File: config.mk
export PLATFORM = sky130hd
export DESIGN_NAME = ohs_ctrl
export DESIGN_NICKNAME = d
export VERILOG_FILES = /design/src/sv/ohs_pkg.sv /design/src/sv/ohs_ctrl.sv
export SDC_FILE = /design/constraint.sdc
export NUM_CORES = 1
export LEC_CHECK = 0
export BUFFER_PORTS_ARGS = -buffer_cell sky130_fd_sc_hd__buf_4
export CELL_PAD_IN_SITES_DETAIL_PLACEMENT = 1
export CELL_PAD_IN_SITES_GLOBAL_PLACEMENT = 1
export CORE_MARGIN = 3
export CORE_UTILIZATION = 30
export CTS_CLUSTER_SIZE = 8
export DETAILED_ROUTE_END_ITERATION = 10
export PLACE_DENSITY_LB_ADDON = 0.08
export RECOVER_POWER = 50
export SLEW_MARGIN = 20
export SYNTH_ARGS = -nofsm -noshare
export SYNTH_HDL_FRONTEND = slang
export SYNTH_SLANG_ARGS = --single-unit
File: constraint.sdc
create_clock -name clock -period 4.4 [get_ports clock]
set_input_delay 0.22 -clock clock [delete_from_list [all_inputs] [get_ports clock]]
set_output_delay 0.22 -clock clock [all_outputs]
set_load 0.05 [all_outputs]
File: src/sv/ohs_pkg.sv
// Shared constants, types and helpers of the smoothed orientation histogram.
package ohs_pkg;

   localparam int MAX_CELLS        = 262144;
   localparam int MAX_AXIS_BINS    = 512;
   localparam int WEIGHT_FRAC_BITS = 16;

   localparam int CELL_AW   = $clog2(MAX_CELLS);
   localparam int BIN_W     = $clog2(MAX_AXIS_BINS);
   localparam int AXIS_W    = BIN_W + 1;
   localparam int CFG_N_W   = 10;
   localparam int STRIDE_W  = 2 * AXIS_W;
   localparam int PROD_W    = BIN_W + STRIDE_W;
   localparam int SUM_W     = PROD_W + 1;
   localparam int ANGLE_W   = 16;
   localparam int BIG_W     = 15;
   localparam int CELL_W    = 40;
   localparam int DIV_CNT_W = $clog2(ANGLE_W);
   localparam int IDX_IN_W  = 18;
   localparam int CSR_IDX_W = 3;
   localparam int CSR_W     = 16;

   localparam logic [CELL_W-1:0] CELL_MAX = {CELL_W{1'b1}};

   localparam longint W_ONE    = longint'(1) << WEIGHT_FRAC_BITS;
   localparam longint W_FACE   = ((longint'(448) << WEIGHT_FRAC_BITS) + 3000) / 6000;
   localparam longint W_EDGE   = ((longint'(16) << WEIGHT_FRAC_BITS) + 600) / 1200;
   localparam longint W_CORNER = ((longint'(6) << WEIGHT_FRAC_BITS) + 400) / 800;
   localparam longint W_CENTRE = W_ONE - 6 * W_FACE - 12 * W_EDGE - 8 * W_CORNER;

   localparam int W_W = WEIGHT_FRAC_BITS + 1;

   // Register indexes.
   localparam logic [CSR_IDX_W-1:0] CSR_SMOOTH = 3'd0;
   localparam logic [CSR_IDX_W-1:0] CSR_BIN_SIZE = 3'd1;
   localparam logic [CSR_IDX_W-1:0] CSR_N_PHI1 = 3'd2;
   localparam logic [CSR_IDX_W-1:0] CSR_N_BIG = 3'd3;
   localparam logic [CSR_IDX_W-1:0] CSR_N_PHI2 = 3'd4;

   // Neighbor offset codes.
   localparam logic [1:0] OFS_DOWN = 2'd0;
   localparam logic [1:0] OFS_HOLD = 2'd1;
   localparam logic [1:0] OFS_UP   = 2'd2;

   typedef struct packed {
      logic       load;
      logic       div_step;
      logic       bin_load;
      logic       addr_a;
      logic       addr_b;
      logic       rd;
      logic       wr;
      logic       clr_step;
      logic       out_load;
      logic [1:0] d1;
      logic [1:0] db;
      logic [1:0] d2;
   } cmd_type;

   typedef struct packed {
      logic is_read;
      logic smooth;
      logic clr_last;
      logic out_busy;
   } sts_type;

   // Effective axis count: zero acts as one bin, oversize clamps.
   function automatic logic [AXIS_W-1:0] axis_count(input logic [CFG_N_W-1:0] n);
      logic [AXIS_W-1:0] r;
      if (n == '0) begin
         r = AXIS_W'(1);
      end else if (n > CFG_N_W'(MAX_AXIS_BINS)) begin
         r = AXIS_W'(MAX_AXIS_BINS);
      end else begin
         r = AXIS_W'(n);
      end
      return r;
   endfunction

   // Step one bin along a wrapping axis.
   function automatic logic [BIN_W-1:0] wrap_step(input logic [BIN_W-1:0] i,
                                                  input logic [1:0] d,
                                                  input logic [AXIS_W-1:0] n);
      logic [BIN_W-1:0] r;
      logic [AXIS_W-1:0] nm1;
      logic [AXIS_W-1:0] ip1;
      nm1 = n - AXIS_W'(1);
      ip1 = AXIS_W'(i) + AXIS_W'(1);
      case (d)
         OFS_DOWN: r = (i == '0) ? nm1[BIN_W-1:0] : i - BIN_W'(1);
         OFS_UP:   r = (ip1 >= n) ? '0 : ip1[BIN_W-1:0];
         default:  r = i;
      endcase
      return r;
   endfunction

endpackage

File: src/sv/ohs_ctrl.sv
// Sequencer: clearing sweep, division steps and the per-cell update loop.
module ohs_ctrl (
   input  logic             clock,
   input  logic             reset,
   input  logic             req_valid,
   output logic             req_ready,
   input  ohs_pkg::sts_type sts,
   output ohs_pkg::cmd_type cmd
);

   typedef enum logic [3:0] {
      S_CLEAR, S_IDLE, S_DIV, S_BIN, S_CA, S_CB, S_RD, S_WT, S_WR, S_DONE
   } state_type;

   state_type                      state_ff;
   logic [ohs_pkg::DIV_CNT_W-1:0]  div_cnt_ff;
   logic [1:0]                     d1_ff, db_ff, d2_ff;
   logic                           last_cell;

   assign last_cell = sts.is_read || !sts.smooth ||
      (d1_ff == ohs_pkg::OFS_UP && db_ff == ohs_pkg::OFS_UP && d2_ff == ohs_pkg::OFS_UP);

   assign req_ready = (state_ff == S_IDLE);

   always_comb begin
      cmd          = '0;
      cmd.d1       = d1_ff;
      cmd.db       = db_ff;
      cmd.d2       = d2_ff;
      cmd.load     = (state_ff == S_IDLE) && req_valid;
      cmd.clr_step = (state_ff == S_CLEAR);
      cmd.div_step = (state_ff == S_DIV);
      cmd.bin_load = (state_ff == S_BIN);
      cmd.addr_a   = (state_ff == S_CA);
      cmd.addr_b   = (state_ff == S_CB);
      cmd.rd       = (state_ff == S_RD);
      cmd.wr       = (state_ff == S_WR);
      cmd.out_load = (state_ff == S_DONE) && !sts.out_busy;
   end

   always_ff @(posedge clock) begin
      if (reset) begin
         state_ff   <= S_CLEAR;
         div_cnt_ff <= '0;
         d1_ff      <= ohs_pkg::OFS_HOLD;
         db_ff      <= ohs_pkg::OFS_HOLD;
         d2_ff      <= ohs_pkg::OFS_HOLD;
      end else begin
         case (state_ff)
            S_CLEAR: begin
               if (sts.clr_last) state_ff <= S_IDLE;
            end
            S_IDLE: begin
               div_cnt_ff <= '0;
               if (req_valid) state_ff <= S_DIV;
            end
            S_DIV: begin
               // Reads skip binning and go to the address states; the divide step here is unused.
               if (sts.is_read) begin
                  d1_ff    <= ohs_pkg::OFS_HOLD;
                  db_ff    <= ohs_pkg::OFS_HOLD;
                  d2_ff    <= ohs_pkg::OFS_HOLD;
                  state_ff <= S_CA;
               end else begin
                  div_cnt_ff <= div_cnt_ff + ohs_pkg::DIV_CNT_W'(1);
                  if (div_cnt_ff == ohs_pkg::DIV_CNT_W'(ohs_pkg::ANGLE_W - 1)) begin
                     state_ff <= S_BIN;
                  end
               end
            end
            S_BIN: begin
               if (sts.smooth) begin
                  d1_ff <= ohs_pkg::OFS_DOWN;
                  db_ff <= ohs_pkg::OFS_DOWN;
                  d2_ff <= ohs_pkg::OFS_DOWN;
               end else begin
                  d1_ff <= ohs_pkg::OFS_HOLD;
                  db_ff <= ohs_pkg::OFS_HOLD;
                  d2_ff <= ohs_pkg::OFS_HOLD;
               end
               state_ff <= S_CA;
            end
            S_CA: state_ff <= S_CB;
            S_CB: state_ff <= S_RD;
            S_RD: state_ff <= S_WT;
            S_WT: state_ff <= S_WR;
            S_WR: begin
               if (last_cell) begin
                  state_ff <= S_DONE;
               end else begin
                  // Advance the 3x3x3 offset counter, last axis fastest.
                  state_ff <= S_CA;
                  if (d2_ff != ohs_pkg::OFS_UP) begin
                     d2_ff <= d2_ff + 2'd1;
                  end else begin
                     d2_ff <= ohs_pkg::OFS_DOWN;
                     if (db_ff != ohs_pkg::OFS_UP) begin
                        db_ff <= db_ff + 2'd1;
                     end else begin
                        db_ff <= ohs_pkg::OFS_DOWN;
                        d1_ff <= d1_ff + 2'd1;
                     end
                  end
               end
            end
            S_DONE: begin
               if (!sts.out_busy) state_ff <= S_IDLE;
            end
            default: state_ff <= S_IDLE;
         endcase
      end
   end

endmodule

# Word level (Yosys, flattened, before mapping)
# Index checks and enable logic that the tools add are counted.
# op_classes
addsub	4
eq_ne	24
n_mux	22
n_reduce_logical	16
# op_table
op	count
$pmux 4 s10	1
$mux 4	7
$ne 2x2->1 const B	10
$mux 2	9
$pmux 2 s3	3
$eq 4x3->1 const B	4
$eq 4x4->1 const B	3
$eq 4x2->1 const B	2
$pmux 4 s2	1
$reduce_and 4->1	2
$add 2x1->2 const B	3
$eq 2x2->1 const B	3
$reduce_and 5->1	1
$add 4x1->4 const B	1
$eq 4x1->1 const B	1
$logic_and 1x1->1	4
$logic_not 4->1	1
$ne 3x2->1 const B	1
$reduce_and 3->1	1
$reduce_bool 3->1	1
$logic_not 1->1	2
$logic_or 1x1->1	2
$reduce_and 2->1	1
$reduce_bool 2->1	1
$mux 1	1
# totals
register_bits	14
input_bits	7
output_inout_bits	16
word_cells	71

# Depth between registers and ports, before layout
# logic_depth
word_depth	6
mapped_depth	6

# Worst setup path before layout
# OpenSTA, ideal clock, no wires.
# synth_timing
path_type	register to register
startpoint	register state_ff[2]
endpoint	register state_ff[0]
setup_ns	0.135
arrival_time_ns	2.466
path_slack_ns	1.799
path_stages_with_launch	5
n_path_buf	1
synth_period_minus_slack_ns	2.601
cell_sequence	dfxtp_1 > clkbuf_1 > nor4_1 > nor2b_1 > a2111oi_2
# synth_lines
item	line_no	text
start, declared	ohs_ctrl.sv:15	state_type state_ff;
start signal, assigned	ohs_ctrl.sv:43	state_ff <= S_CLEAR;
start signal, assigned	ohs_ctrl.sv:51	if (sts.clr_last) state_ff <= S_IDLE;
start signal, assigned	ohs_ctrl.sv:55	if (req_valid) state_ff <= S_DIV;

==> flow_results.xml <==
<?xml version="1.0" encoding="UTF-8"?>
<metrics>
  <group name="logic_synthesis">
    <metric name="synthDominantCellAreaShare" unit="%">29.2</metric>
    <metric name="yosysSeqAreaShare" unit="%">29.2</metric>
    <metric name="synth_largest_area_cell" unit="">sky130_fd_sc_hd__dfxtp_1</metric>
    <metric name="synth-main-ff-cell" unit="">sky130_fd_sc_hd__dfxtp_1</metric>
    <metric name="asyncSetResetFlopFracSynth" unit="%">0</metric>
    <metric name="synth.avg_cell_area" unit="um^2">8.50</metric>
    <metric name="ys_seq_elements" unit="">14</metric>
    <metric name="post_synth_instance_area" unit="um^2">961</metric>
    <metric name="synthCells" unit="">113</metric>
    <metric name="synth_enable_flop_cells" unit="">0</metric>
    <metric name="mappedNetlistNets" unit="">122</metric>
    <metric name="count_of_cell_types_in_the_netlist" unit="">46</metric>
    <metric name="yosysWarnings" unit="">0</metric>
    <metric name="synth_area_leaders" unit="">sky130_fd_sc_hd__dfxtp_1 29%, sky130_fd_sc_hd__nor3_1 4.2%, sky130_fd_sc_hd__a21oi_1 3.6%, sky130_fd_sc_hd__a41oi_2 3.4%, sky130_fd_sc_hd__nor2b_1 3.3%</metric>
  </group>
  <group name="global_route">
    <metric name="gr-usage-all-layers" unit="%">13.2</metric>
    <metric name="grt_max_degree" unit="">18</metric>
    <metric name="overflow" unit="">0</metric>
    <metric name="wire_length_of_the_first_global_routing_pass" unit="um">4300</metric>
    <metric name="antenna_found_initial" unit="">0</metric>
    <metric name="vias_in_the_first_global_route" unit="">925</metric>
  </group>
  <group name="power_and_ir_drop">
    <metric name="switching_share" unit="%">40.5</metric>
    <metric name="power_density" unit="nW/um^2">296</metric>
    <metric name="clock_power_share" unit="%">22.9</metric>
    <metric name="totalPowerFinal" unit="mW">0.335</metric>
    <metric name="static-leakage-power" unit="nW">0.444</metric>
    <metric name="worst_ir_drop_vdd" unit="mV">0.107</metric>
    <metric name="p_switching" unit="mW">0.135</metric>
    <metric name="power.share.sequential" unit="%">45.4</metric>
    <metric name="internal-power" unit="mW">0.199</metric>
    <metric name="share_comb_of_total_power" unit="%">31.7</metric>
  </group>
  <group name="detailed_routing">
    <metric name="route.detailed.drc" unit="">0</metric>
    <metric name="detail_route.vias_per_cell" unit="">5.39</metric>
    <metric name="drtPass1Iterations" unit="">4</metric>
    <metric name="avgRoutedWirePerCell" unit="um">14.5</metric>
    <metric name="route.vias.total" unit="">938</metric>
    <metric name="drt.antenna.violating_nets" unit="">0</metric>
    <metric name="finalWirelength" unit="um">2520</metric>
    <metric name="drtIter0Drc" unit="">50</metric>
  </group>
  <group name="finish">
    <metric name="fin_cells" unit="">174</metric>
    <metric name="final_layout_size_suffix_gt1_share" unit="%">20.5</metric>
    <metric name="layout.cells.most_common" unit="">sky130_fd_sc_hd__dfxtp_1</metric>
    <metric name="layout.filler_cells" unit="">369</metric>
    <metric name="area_growth" unit="%">17.6</metric>
    <metric name="n_antenna_cell" unit="">0</metric>
    <metric name="layout_common_cells" unit="">14 x sky130_fd_sc_hd__dfxtp_1, 12 x sky130_fd_sc_hd__buf_4, 10 x sky130_fd_sc_hd__clkbuf_1</metric>
    <metric name="core_util_final" unit="%">39.0</metric>
    <metric name="layout.nets" unit="">143</metric>
    <metric name="multi_input_area" unit="um^2">608</metric>
    <metric name="layout.area.seq" unit="um^2">280</metric>
  </group>
  <group name="flow_run">
    <metric name="drv.max_cap_violation_count" unit="">0</metric>
  </group>
  <group name="clocking">
    <metric name="cts.sink_count" unit="">14</metric>
    <metric name="postCtsSetupBuffers" unit="">0</metric>
    <metric name="insertion_delay" unit="ps">280</metric>
    <metric name="clk_pin_slew" unit="ps">100</metric>
    <metric name="clk_root_buffer_cell" unit="">sky130_fd_sc_hd__clkbuf_4</metric>
    <metric name="cts-root-to-sink-buffers" unit="">2</metric>
    <metric name="cts.repair.resized" unit="">0</metric>
    <metric name="tritoncts_clock_tree" unit="">done</metric>
    <metric name="cts.hold.buffers_added" unit="">0</metric>
    <metric name="cts_made_buffers" unit="">3</metric>
    <metric name="cts_h_tree_lvls" unit="">1</metric>
  </group>
  <group name="sta">
    <metric name="slew_headroom" unit="%">60.3</metric>
    <metric name="final-setup-viol-count" unit="">0</metric>
    <metric name="worstMarginPinSlew" unit="ps">594</metric>
    <metric name="fin_ws" unit="ps">2100</metric>
    <metric name="slew_violations" unit="">0</metric>
    <metric name="final_min_period_over_clock_period" unit="%">52.4</metric>
    <metric name="setup-tns-final" unit="ps">0</metric>
    <metric name="unrepaired_setup_endpoints_after_global_routing" unit="">false</metric>
    <metric name="finalCriticalPeriod" unit="ps">2300</metric>
    <metric name="achievable-frequency" unit="MHz">434</metric>
    <metric name="hold_viol" unit="">0</metric>
    <metric name="finClkSkew" unit="ps">6.86</metric>
  </group>
  <group name="setup_path">
    <metric name="crit_type" unit="">reg -&gt; out</metric>
    <metric name="cp_required" unit="ps">4180</metric>
    <metric name="critical_path.max_fanout" unit="">17</metric>
    <metric name="endpoint_kind" unit="">output port</metric>
    <metric name="cp.arrival" unit="ps">2080</metric>
    <metric name="critPathLaunchType" unit="">flip-flop</metric>
  </group>
  <group name="place">
    <metric name="dp_hpwl" unit="um">1860</metric>
    <metric name="dp_worst_setup_slack" unit="ps">2330</metric>
    <metric name="numPlacedInstances" unit="">171</metric>
    <metric name="globalplace.congestion" unit="">0.753</metric>
    <metric name="place.port_buffers" unit="">22</metric>
  </group>
  <group name="worst_hold_path">
    <metric name="type_of_the_most_critical_hold_path" unit="">in -&gt; reg</metric>
  </group>
  <group name="die">
    <metric name="initial_core_util" unit="%">33.1</metric>
    <metric name="row_count" unit="">19</metric>
    <metric name="coreArea" unit="um^2">2900</metric>
    <metric name="floorplan.die_area" unit="um^2">3920</metric>
    <metric name="die-height" unit="um">62.6</metric>
    <metric name="die_w" unit="um">62.6</metric>
    <metric name="top_level_ports" unit="">23</metric>
  </group>
  <group name="outcome">
    <metric name="status" unit="">finished clean</metric>
  </group>
</metrics>
-- kinds of logic after synthesis --
family          Yosys count  synth area share [%]
buf+inv                  13                  7.16
xor+xnor                  2                  1.82
compound gates           36                  27.9
fa+ha+maj                 2                  2.60
simple gates             46                  31.4
flops                    14                  29.2
-- metrics by stage --
stage	instance area (um^2)	hold WS, ps
2_1_floorplan	961	289
3_3_place_gp	1150	525
3_5_place_dp	1150	541
4_1_cts	1170	236
5_1_grt	1130	254
6_report	1130	246
-- power groups by stage --
stage / clock, mW / combinational [mW] / sequential (mW)
4_1_cts: 0.0804 / 0.114 / 0.152
2_1_floorplan: 0 / 0.0771 / 0.157
3_3_place_gp: 0 / 0.113 / 0.154
3_5_place_dp: 0 / 0.114 / 0.155
5_1_grt: 0.0872 / 0.115 / 0.155
6_report: 0.0766 / 0.106 / 0.152
-- critical path, cell delays in order (launching register included) --
cell	delay, ps
sky130_fd_sc_hd__dfxtp_1	670
sky130_fd_sc_hd__or4b_1	770
sky130_fd_sc_hd__clkinv_8	150
sky130_fd_sc_hd__buf_4	210
-- synthesized netlist by cell type, types with 2 or more instances --
| master | number |
|---|---|
| sky130_fd_sc_hd__a21oi_1 | 7 |
| sky130_fd_sc_hd__a31oi_1 | 2 |
| sky130_fd_sc_hd__a41oi_2 | 2 |
| sky130_fd_sc_hd__and2_1 | 2 |
| sky130_fd_sc_hd__and4b_1 | 2 |
| sky130_fd_sc_hd__clkbuf_1 | 5 |
| sky130_fd_sc_hd__dfxtp_1 | 14 |
| sky130_fd_sc_hd__ha_1 | 2 |
| sky130_fd_sc_hd__inv_1 | 5 |
| sky130_fd_sc_hd__nand2b_1 | 4 |
| sky130_fd_sc_hd__nand3_1 | 2 |
| sky130_fd_sc_hd__nor2_1 | 8 |
| sky130_fd_sc_hd__nor2b_1 | 5 |
| sky130_fd_sc_hd__nor3_1 | 8 |
| sky130_fd_sc_hd__nor3_2 | 2 |
| sky130_fd_sc_hd__nor3b_1 | 3 |
| sky130_fd_sc_hd__o21ai_0 | 4 |
| sky130_fd_sc_hd__o21ai_1 | 5 |
| sky130_fd_sc_hd__o22ai_1 | 2 |
| sky130_fd_sc_hd__o31ai_1 | 2 |
| sky130_fd_sc_hd__o41ai_1 | 2 |
-- final cells by class --
class | count | area share (%)
clock buffer | 3 | 1.99
multi-input combinational | 86 | 53.8
tap | 42 | 4.65
sequential | 14 | 24.8
timing repair buffer | 22 | 11.3
inverter | 7 | 3.43
-- registers in the layout, indices dropped and copies added, names as in the netlist --
signal / cells
state_ff: 4
db_ff: 2
d2_ff: 2
div_cnt_ff: 4
d1_ff: 2
-- routing by layer --
layer | share of wire (%) | up-vias | GRT usage (%)
met1 | 50 | 466 | 19.6
li1 | - | 460 | -
met2 | 46 | 10 | 18.9
met4 | 0.56 | 0 | 4.13
met5 | 0 | - | 0
met3 | 3.2 | 2 | 2.70
-- worst paths after layout --
check        slack, ps     startpoint  depth (start not counted)             to
max reg2reg       2340    state_ff[3]                          4       db_ff[1]
max               2100    state_ff[3]                          3         cmd[8]
min                250          reset                          2    state_ff[3]
min reg2reg        550  div_cnt_ff[3]                          2  div_cnt_ff[3]
Note: power is estimated with default switching activity, not from simulation.
